**src/fbc_pkg.sv**
```systemverilog
// ----------------------------------------------------------------------------
// fbc_pkg
// Shared types and constants for the frustum box cull block.
// ----------------------------------------------------------------------------
package fbc_pkg;

  localparam int PLANE_COUNT = 6;
  localparam int COEF_BITS   = 16;
  localparam int COORD_BITS  = 16;
  localparam int ROW_COUNT   = 4;
  localparam int CFG_DATA_W  = 64;
  localparam int CFG_IDX_W   = 2;
  // constant term lines up with coef*coord products (4 fraction bits)
  localparam int CONST_SHIFT = 4;

  localparam int PCOEF_BITS  = COEF_BITS + 1;
  localparam int PROD_BITS   = PCOEF_BITS + COORD_BITS;
  localparam int ACC_BITS    = PROD_BITS + 2;

  typedef enum logic [CFG_IDX_W-1:0] {
    REG_ROW_X = 2'd0,
    REG_ROW_Y = 2'd1,
    REG_ROW_Z = 2'd2,
    REG_ROW_W = 2'd3
  } cfg_reg_e;

  typedef logic [CFG_DATA_W-1:0]        cfg_data_t;
  typedef logic [CFG_IDX_W-1:0]         cfg_idx_t;
  typedef logic signed [COEF_BITS-1:0]  coef_t;
  typedef logic signed [PCOEF_BITS-1:0] pcoef_t;
  typedef logic signed [COORD_BITS-1:0] coord_t;
  typedef logic signed [PROD_BITS-1:0]  prod_t;
  typedef logic signed [ACC_BITS-1:0]   acc_t;

  typedef struct packed {
    pcoef_t w;
    pcoef_t z;
    pcoef_t y;
    pcoef_t x;
  } plane_t;

  typedef plane_t [PLANE_COUNT-1:0] plane_set_t;

  typedef struct packed {
    coord_t min_x;
    coord_t min_y;
    coord_t min_z;
    coord_t max_x;
    coord_t max_y;
    coord_t max_z;
  } box_t;

  function automatic coef_t row_coef(input cfg_data_t row, input int unsigned idx);
    return coef_t'(row[idx*COEF_BITS +: COEF_BITS]);
  endfunction

endpackage

```
**src/fbc_plane_eval.sv**
```systemverilog
// ----------------------------------------------------------------------------
// fbc_plane_eval
// One clip plane: picks the far corner, registers the three products and
// reports whether the plane value at that corner is non-negative.
// ----------------------------------------------------------------------------
module fbc_plane_eval (
  input  logic            clk_i,
  input  logic            en_i,
  input  fbc_pkg::plane_t plane_i,
  input  fbc_pkg::box_t   box_i,
  output logic            inside_o
);
  import fbc_pkg::*;

  coord_t px, py, pz;
  prod_t  prod_x_q, prod_y_q, prod_z_q;
  acc_t   acc;

  // zero coefficient counts as non-negative and takes the max corner
  assign px = plane_i.x[PCOEF_BITS-1] ? box_i.min_x : box_i.max_x;
  assign py = plane_i.y[PCOEF_BITS-1] ? box_i.min_y : box_i.max_y;
  assign pz = plane_i.z[PCOEF_BITS-1] ? box_i.min_z : box_i.max_z;

  always_ff @(posedge clk_i) begin
    if (en_i) begin
      prod_x_q <= prod_t'(plane_i.x) * prod_t'(px);
      prod_y_q <= prod_t'(plane_i.y) * prod_t'(py);
      prod_z_q <= prod_t'(plane_i.z) * prod_t'(pz);
    end
  end

  // the user must change the plane set only while idle (the block does not enforce this), so w is read live here
  assign acc = acc_t'(prod_x_q) + acc_t'(prod_y_q) + acc_t'(prod_z_q)
             + (acc_t'(plane_i.w) <<< CONST_SHIFT);

  assign inside_o = ~acc[ACC_BITS-1];

endmodule
```
**config.mk**
```make
export PLATFORM = sky130hd
export DESIGN_NAME = fbc_plane_eval
export DESIGN_NICKNAME = d
export VERILOG_FILES = /design/src/fbc_pkg.sv /design/src/fbc_plane_eval.sv
export SDC_FILE = /design/constraint.sdc
export NUM_CORES = 2
export LEC_CHECK = 0
export BUFFER_PORTS_ARGS = -buffer_cell sky130_fd_sc_hd__buf_2
export CAP_MARGIN = 0
export CORE_MARGIN = 2
export CORE_UTILIZATION = 30
export CTS_CLUSTER_SIZE = 30
export DETAILED_ROUTE_END_ITERATION = 8
export SKIP_LAST_GASP = 1
export SLEW_MARGIN = 40
export SYNTH_ARGS = -nofsm -noshare
export SYNTH_HDL_FRONTEND = slang
export SYNTH_SLANG_ARGS = --single-unit
```
**constraint.sdc**
```tcl
create_clock -name clk_i -period 9.5 [get_ports clk_i]
set_input_delay 1.9 -clock clk_i [delete_from_list [all_inputs] [get_ports clk_i]]
set_output_delay 1.9 -clock clk_i [all_outputs]
set_load 0.02 [all_outputs]
```
==> impl_metrics.env <==
export IMPL_cp_max_fo=20
export IMPL_totalWireLength_mm=86.8
export IMPL_top_layer="met5"
export IMPL_async_flop_share_pct=0
export IMPL_cts_resized=0
export IMPL_cp_num_buf_inv=5
export IMPL_grt_pass1_wl_mm=144
export IMPL_syn_area_um2=36100
export IMPL_dieHeight_um=351
export IMPL_dpl_cell_count=5390
export IMPL_cts_buffer_depth=2
export IMPL_cap_violations=0
export IMPL_finalSetupViolations=0
export IMPL_drtIter0Drc=1221
export IMPL_die_w_um=351
export IMPL_cts_tree="done"
export IMPL_crit_chain="buf_2 -> inv_1 -> a21o_1 -> nand2_1 -> fa_1 -> inv_1 -> fa_1 -> inv_1 -> fa_1 -> inv_1 -> fa_1 -> fa_1 -> fa_1 -> ha_1 -> nand4_1 -> a211oi_1 -> a21oi_1 -> a221oi_1 -> o21bai_1 -> o21ai_1 -> a211o_1 -> a21oi_1 -> xnor2_1"
export IMPL_place_ws_ns=0.467
export IMPL_worst_pin_slew_ns=0.871
export IMPL_first_global_vias=27400
export IMPL_synthDominantCellAreaShare_pct=49.3
export IMPL_dr_pass1_iters=5
export IMPL_period_share_pct=91.6
export IMPL_synth_area_top_cells="fa_1, ha_1, inv_1, edfxtp_1, nor2b_1"
export IMPL_status="finished clean"
export IMPL_dp_final_hpwl_mm=73.7
export IMPL_num_vias=24800
export IMPL_avgViaCountPerCell=4.59
export IMPL_grt_overflow_total=0
export IMPL_post_drt_wl_per_cell_um=16.1
export IMPL_dieArea_um2=123000
export IMPL_synth_top_area_cell="fa_1"
export IMPL_htreeDepth=3
export IMPL_cts_sinks=99
export IMPL_cts_made_buffers=9
export IMPL_synth_distinct_cells=66
export IMPL_cts_hold_buf=0
export IMPL_clkSlewWorstSetupHoldPaths_ns=0.07
export IMPL_path_common_cell="fa_1"
export IMPL_drive_above_1_share_pct=6.40
export IMPL_route_met3_wl_mm=4.02
export IMPL_area_growth_pct=8.20
export IMPL_post_cts_setup_buffers=0
export IMPL_fin_cells=5408
export IMPL_tns_ns=0
export IMPL_place_gp_congestion=0.877
export IMPL_track_usage_pct=14.8
export IMPL_fillers=12300
export IMPL_grt_max_degree=70
export IMPL_slew_headroom_pct=41.5
export IMPL_grt_antenna_before_repair=7
export IMPL_final_setup_worst_slack_ns=0.799
export IMPL_drt_met1_wl_mm=36.5
export IMPL_fin_crit_ns=8.70
export IMPL_critPathSlowestCell="a21o_1"
export IMPL_wl_met2_mm=43.9
export IMPL_slew_violations=0
export IMPL_drc=0
export IMPL_cp_required_ns=9.61
export IMPL_pin_count=167
export IMPL_synth_cells=3692
export IMPL_fin_nets=5131
export IMPL_hold_class="primary input to register"
export IMPL_ctsRootBufferMaster="clkbuf_16"
export IMPL_critPathKind="primary input to register"
export IMPL_synth_edf_count=99
export IMPL_synth_flop_cell="edfxtp_1"
export IMPL_std_cell_rows=127
export IMPL_hold_viol=0
export IMPL_crit_path_end_kind="register"
export IMPL_rsz0062_at_grt="false"
export IMPL_worstPathArrival_ns=8.81
export IMPL_ys_ff_latch=99
export IMPL_antenna_left=0
export IMPL_synth_nets=5034
export IMPL_fmax_mhz=115
export IMPL_critPathMaxStageDelay_ns=0.60
export IMPL_design_core_area_um2=120000
export IMPL_ys_seq_area_share_pct=8.23
export IMPL_yosys_warnings=0
export IMPL_initial_core_util_pct=30.2
export IMPL_crit_family="adder cells"
export IMPL_io_buffers=166
export IMPL_start_kind="primary input"
export IMPL_synth_most_common_cell="inv_1"
export IMPL_synth_area_per_cell_um2=9.79
export IMPL_synth_common_cells="inv_1, fa_1, nand2_1, ha_1, nor2b_1"
[through the flow]
stage                     hold slack [ns]  util (%)  area [um^2]
after floorplan                      2.01         -        36100
after global placement               2.37      32.4        38800
after detailed placement             2.37      32.4        38800
after CTS                            1.99      32.7        39100
after global routing                 2.00      32.7        39100
final                                2.00      32.7        39100
[registers in the layout (all words and copies together) (netlist names)]
signal / cells
prod_z_q: 33
prod_x_q: 33
prod_y_q: 33
[per-layer routing]
layer  global-route usage (%)  up-vias
met3                     1.50      141
met5                        0        -
met2                     25.8      595
li1                         -    11100
met4                     3.79        8
met1                     19.6    12900
[cells by family (layout without fill, tap and decap cells)]
| family | count (synthesis) | count (layout) | share of synthesized area (%) |
|---|---|---|---|
| AND/OR/NAND/NOR | 982 | 982 | 13.8 |
| AO/OA/AOI/OAI | 307 | 307 | 5.54 |
| flip-flops | 99 | 99 | 8.23 |
| XOR/XNOR | 107 | 107 | 2.59 |
| adder cells (fa/ha/maj) | 1176 | 1176 | 59.2 |
| multiplexers | 3 | 3 | 0.0831 |
| buffers and inverters | 1018 | 1120 | 10.6 |
| other | 0 | 2 | 0 |
[worst paths after layout]
check,start,end,cells past startpoint
worst max-delay path,plane_i[33],prod_y_q[31]$_DFFE_PP_,23
worst min-delay path,en_i,prod_z_q[9]$_DFFE_PP_,1
[layout by cell type, fill, tap and decap left out, types with 20 or more instances in the layout]
master	synthesis	routed
ha_1	286	286
xnor2_1	86	86
nand2b_1	35	35
or2_2	20	20
buf_2	1	165
a21oi_1	94	93
a21o_1	58	58
fa_1	890	890
nor2_1	81	81
buf_4	0	31
and2_1	175	175
nand2_1	383	383
o21ai_0	51	50
edfxtp_1	99	99
nor2b_1	230	230
inv_1	907	907
xor2_1	21	21
[cell type report]
class	instances	area [um^2]	share of cell area (%)
Timing Repair Buffer	197	1070	2.74
Antenna cell	2	5.00	0.0128
Clock buffer	9	225	0.576
Inverter	907	3400	8.71
Tap cell	1612	2020	5.16
Multi-Input combinational cell	2575	29300	75.0
Clock inverter	7	67.6	0.173
Sequential cell	99	2970	7.60
Power is left out: the tool's default activity adds up to more than one toggle a clock period on the data nets, which glitch-free logic cannot reach.
