`src/fbc_pkg.sv`:
```
// ----------------------------------------------------------------------------
// fbc_pkg
// Shared types and constants for the frustum box cull block.
// ----------------------------------------------------------------------------
package fbc_pkg;

  localparam int PLANE_COUNT = 6;
  localparam int COEF_BITS   = 16;
  localparam int COORD_BITS  = 16;
  localparam int ROW_COUNT   = 4;
  localparam int CFG_DATA_W  = 64;
  localparam int CFG_IDX_W   = 2;
  // constant term lines up with coef*coord products (4 fraction bits)
  localparam int CONST_SHIFT = 4;

  localparam int PCOEF_BITS  = COEF_BITS + 1;
  localparam int PROD_BITS   = PCOEF_BITS + COORD_BITS;
  localparam int ACC_BITS    = PROD_BITS + 2;

  typedef enum logic [CFG_IDX_W-1:0] {
    REG_ROW_X = 2'd0,
    REG_ROW_Y = 2'd1,
    REG_ROW_Z = 2'd2,
    REG_ROW_W = 2'd3
  } cfg_reg_e;

  typedef logic [CFG_DATA_W-1:0]        cfg_data_t;
  typedef logic [CFG_IDX_W-1:0]         cfg_idx_t;
  typedef logic signed [COEF_BITS-1:0]  coef_t;
  typedef logic signed [PCOEF_BITS-1:0] pcoef_t;
  typedef logic signed [COORD_BITS-1:0] coord_t;
  typedef logic signed [PROD_BITS-1:0]  prod_t;
  typedef logic signed [ACC_BITS-1:0]   acc_t;

  typedef struct packed {
    pcoef_t w;
    pcoef_t z;
    pcoef_t y;
    pcoef_t x;
  } plane_t;

  typedef plane_t [PLANE_COUNT-1:0] plane_set_t;

  typedef struct packed {
    coord_t min_x;
    coord_t min_y;
    coord_t min_z;
    coord_t max_x;
    coord_t max_y;
    coord_t max_z;
  } box_t;

  function automatic coef_t row_coef(input cfg_data_t row, input int unsigned idx);
    return coef_t'(row[idx*COEF_BITS +: COEF_BITS]);
  endfunction

endpackage

```
`src/fbc_plane_regs.sv`:
```
// ----------------------------------------------------------------------------
// fbc_plane_regs
// Matrix row registers and the six clip planes derived from them.
// ----------------------------------------------------------------------------
module fbc_plane_regs (
  input  logic                  clk_i,
  input  logic                  rst_ni,
  input  logic                  cfg_we_i,
  input  fbc_pkg::cfg_idx_t     cfg_idx_i,
  input  fbc_pkg::cfg_data_t    cfg_wdata_i,
  output fbc_pkg::plane_set_t   planes_o
);
  import fbc_pkg::*;

  cfg_data_t  row_q [ROW_COUNT];
  cfg_data_t  row_d [ROW_COUNT];
  plane_set_t planes_q, planes_d;

  always_comb begin
    for (int r = 0; r < ROW_COUNT; r++) begin
      row_d[r] = row_q[r];
    end
    if (cfg_we_i) begin
      unique case (cfg_reg_e'(cfg_idx_i))
        REG_ROW_X: row_d[0] = cfg_wdata_i;
        REG_ROW_Y: row_d[1] = cfg_wdata_i;
        REG_ROW_Z: row_d[2] = cfg_wdata_i;
        REG_ROW_W: row_d[3] = cfg_wdata_i;
        default:   ;
      endcase
    end
  end

  // planes computed from the next row values so they track writes directly
  always_comb begin
    pcoef_t cx, cy, cz, cw;
    for (int k = 0; k < ROW_COUNT; k++) begin
      cx = pcoef_t'(row_coef(row_d[0], k));
      cy = pcoef_t'(row_coef(row_d[1], k));
      cz = pcoef_t'(row_coef(row_d[2], k));
      cw = pcoef_t'(row_coef(row_d[3], k));
      planes_d[0][k*PCOEF_BITS +: PCOEF_BITS] = cw + cx;
      planes_d[1][k*PCOEF_BITS +: PCOEF_BITS] = cw - cx;
      planes_d[2][k*PCOEF_BITS +: PCOEF_BITS] = cw + cy;
      planes_d[3][k*PCOEF_BITS +: PCOEF_BITS] = cw - cy;
      planes_d[4][k*PCOEF_BITS +: PCOEF_BITS] = cw + cz;
      planes_d[5][k*PCOEF_BITS +: PCOEF_BITS] = -cz;
    end
  end

  always_ff @(posedge clk_i or negedge rst_ni) begin
    if (!rst_ni) begin
      for (int r = 0; r < ROW_COUNT; r++) begin
        row_q[r] <= '0;
      end
      planes_q <= '0;
    end else begin
      for (int r = 0; r < ROW_COUNT; r++) begin
        row_q[r] <= row_d[r];
      end
      planes_q <= planes_d;
    end
  end

  assign planes_o = planes_q;

endmodule

```
`config.mk`:
```
export PLATFORM = sky130hd
export DESIGN_NAME = fbc_plane_regs
export DESIGN_NICKNAME = d
export VERILOG_FILES = /design/src/fbc_pkg.sv /design/src/fbc_plane_regs.sv
export SDC_FILE = /design/constraint.sdc
export NUM_CORES = 1
export LEC_CHECK = 0
export BUFFER_PORTS_ARGS = -buffer_cell sky130_fd_sc_hd__buf_2
export CAP_MARGIN = 20
export CORE_MARGIN = 8
export CORE_UTILIZATION = 41
export DETAILED_ROUTE_END_ITERATION = 8
export PLACE_DENSITY = 0.71
export SYNTH_ARGS = -nofsm -noshare
export SYNTH_HDL_FRONTEND = slang
export SYNTH_SLANG_ARGS = --single-unit
```
`constraint.sdc`:
```
create_clock -name clk_i -period 4.5 [get_ports clk_i]
set_input_delay 0.45 -clock clk_i [delete_from_list [all_inputs] [get_ports clk_i]]
set_output_delay 0.45 -clock clk_i [all_outputs]
set_load 0.02 [all_outputs]
```
==> results.py <==
metrics = {
    "placement": {
        "portBuffers": 476,
        "gp_congestion": 0.9199,
        "placed_area_mm2": 0.04016,
        "hpwlAfterDp_um": 81770,
    },
    "routing": {
        "dr_total_vias": 27080,
        "drc": 0,
        "via_per_inst": 5.210,
        "dr.pass1.iters": 5,
        "wirelength_um": 105500,
        "drtAntennaViolNets": 0,
        "first_iter_violations": 1780,
        "wl_per_cell_um": 20.30,
    },
    "die": {
        "rows": 109,
        "die_h_um": 313.7,
        "die_area_mm2": 0.09840,
        "io_pins": 477,
        "initial_core_util": 0.4124,
        "die_w_um": 313.7,
        "core-area_mm2": 0.08810,
    },
    "logic_synthesis": {
        "ys_warn_count": 0,
        "synth_cell_types": 100,
        "yosys-top-cells-count": "652 x dfrtp_1, 358 x inv_1, 307 x ha_1, 257 x xnor2_1, 209 x nor2_1",
        "yosysMostFrequentCell": "dfrtp_1",
        "syn_area_per_cell_um2": 10.44,
        "synth_top_area_cell": "dfrtp_1",
        "synth_area_mm2": 0.03633,
        "synthFlopType": "dfrtp_1",
        "ys_seq_area_frac": 0.4491,
        "async_flop_share": 1.000,
        "syn-num-nets": 3875,
        "synth-edff-count": 0,
        "syn_inst": 3479,
        "synthTopCellsByArea": "dfrtp_1 45%, ha_1 11%, xnor2_1 6.2%, mux2_2 5.7%, inv_1 3.7%",
        "yosys_register_bits": 652,
        "yosysTopAreaCellShare": 0.4491,
    },
    "global_routing": {
        "antenna_found_initial": 15,
        "grt_pass1_vias": 27630,
        "grt_overflow": 0,
        "grt_max_degree": 109,
        "grt_first_pass_wirelength_um": 162400,
        "track_usage": 0.2085,
    },
    "worst_setup_path": {
        "worstRegToRegCells": 12,
        "cpMostUsedCell": "inv_1",
        "crit_path_max_incr_delay_ns": 0.50,
        "path_class": "input port to register",
        "crit_buf_inv": 5,
        "startpoint_type": "input port",
        "r2r_start": "row_q[16]",
        "reg2reg_slack_ns": 0.93,
        "rr_endpoint": "planes_o[99]",
        "critPathMaxFanout": 21,
        "arrival_ns": 4.19,
        "endpoint_kind": "register",
        "cp_slowest_cell": "o31ai_1",
        "critPathTopFamily": "compound AO/OA/AOI/OAI gates",
        "critPathRequiredTime_ns": 5.01,
        "worstPathCellList": "buf_2 > and3_4 > buf_12 > buf_4 > mux2i_1 > inv_1 > ha_1 > inv_1 > o21a_1 > o31ai_1 > a211oi_1 > o41ai_1 > a21oi_1 > xnor2_1",
    },
    "clocking": {
        "clk_latency_ns": 0.64,
        "cts.sinks": 652,
        "cts_buffer_depth": 3,
        "cts_buffers": 75,
        "cts_max_level": 3,
        "clkSlewWorstSetupHoldPaths_ns": 0.06,
        "cts_tree": "yes",
        "cts-root-buf": "clkbuf_16",
    },
    "layout": {
        "drive_above_1_share": 0.2224,
        "nFillCells": 8064,
        "seqCellArea_mm2": 0.01632,
        "fin_area_mm2": 0.04273,
        "synthToLayoutAreaGrowth_pct": 17.62,
        "nets": 4362,
        "multi_input_area_mm2": 0.01809,
    },
    "timing": {
        "clock_skew_ns": 0.03254,
        "relSlewSlack": 0.4750,
        "setup_viol": 0,
        "grt_setup_unrepaired": "no",
        "max_freq_mhz": 271.5,
        "finalCritPeriodShare": 0.8184,
        "hold_viol_final": 0,
        "fin_setup_tns_ns": 0,
        "worst_pin_slew_ns": 0.7677,
        "min_period_ns": 3.683,
        "drv_slew": 0,
        "holdWs_ns": 0.1233,
    },
    "power": {
        "max-vdd-ir-drop_v": 0.0004938,
        "powerDensity_mw_per_mm2": 679.2,
        "p_leak_nw": 20.38,
        "p_total_mw": 29.03,
    },
    "min_path": {
        "hold_path_class": "input port to register",
        "holdPathEnd": "row_q[72]",
        "hold_start": "cfg_wdata_i[8]",
        "hold_depth": 3,
    },
    "flow_run": {
        "maxCapViolCount": 0,
    },
    "status": {
        "outcome": "complete, no violations",
    },
}
## cell type report
class,instances,area share
Clock buffer,93,0.04860
Tap cell,1165,0.03411
Inverter,364,0.03203
Sequential cell,652,0.3818
Antenna cell,8,0.0004685
Clock inverter,43,0.01083
Timing Repair Buffer,534,0.06886
Multi-Input combinational cell,2339,0.4233
## flip-flops by register name, indices dropped and copies added, names as in the netlist
register and count:
row_q 252, planes_o 400
## metal layers
layer,track usage,routed length [µm],share of wire,vias to the layer above
li1,-,-,-,12880
met1,0.2664,44720,0.42,13270
met2,0.3534,51500,0.49,759
met3,0.04176,6305,0.060,162
met4,0.06763,2894,0.027,12
met5,0,72,0.00068,-
## placed cells by master (no fill, tap or decap), types with 77 or more instances in the layout
cell       Yosys  routed
dfrtp_1      652     652
buf_2         11     475
inv_1        358     358
ha_1         307     307
xnor2_1      257     257
nor2_1       209     209
a21oi_1      204     204
mux2_2       183     183
nand2_1      178     178
nor3_1        96      96
o21ai_0       79      79
clkbuf_16      0      77
## cells by family (layout without fill, tap and decap cells)
group / Yosys count / after routing / share of synthesized area
compound gates: 674 / 674 / 0.1220
buf+inv: 488 / 1034 / 0.05345
other cells: 0 / 8 / 0
fa+ha+maj: 334 / 334 / 0.1187
xor+xnor: 330 / 330 / 0.07955
simple gates: 744 / 744 / 0.09939
flops: 652 / 652 / 0.4491
mux: 257 / 257 / 0.07786
## worst max path at each step
stage	startpoint	endpoint	slack, ns	depth (start not counted)
2_1_floorplan	cfg_idx_i[0]	planes_o[99]	0.18	15
6_report	cfg_idx_i[1]	planes_o[47]	0.82	14
5_1_grt	cfg_idx_i[1]	planes_o[44]	0.67	16
3_5_place_dp	cfg_idx_i[1]	planes_o[203]	0.24	17
4_1_cts	cfg_idx_i[1]	planes_o[203]	0.94	17
3_3_place_gp	cfg_idx_i[1]	planes_o[203]	0.33	17
## worst register-to-register path: stages, from the launching register on
cell	delay, ns
dfrtp_1	0.42
mux2i_1	0.34
ha_1	0.25
inv_1	0.06
fa_1	0.43
nor2b_1	0.15
o21a_1	0.19
o211ai_1	0.20
a21oi_1	0.14
o41ai_1	0.55
o31ai_1	0.22
or4_1	0.43
nand4_1	0.10
## through the flow
stage | cells | setup WS [ns] | util
floorplan | 3479 | 0.1752 | -
global placement | 5053 | 0.3289 | 0.4559
detailed placement | 5053 | 0.2421 | 0.4559
CTS | 5190 | 0.9395 | 0.4848
global route | 5194 | 0.6693 | 0.4849
finish | 5198 | 0.8173 | 0.4851
## repair_timing
action,in CTS,in global routing
setup endpoints to repair,0,0
setup buffers,0,0
gates resized for setup,0,0
endpoints found under the hold margin,78,0
hold buffers,1,0
## report_power, final
part	internal (mW)	switching, mW
clock	3.66	2.59
sequential	7.99	0.828
combinational	4.99	8.97
Power figures use the tool's default switching activity.
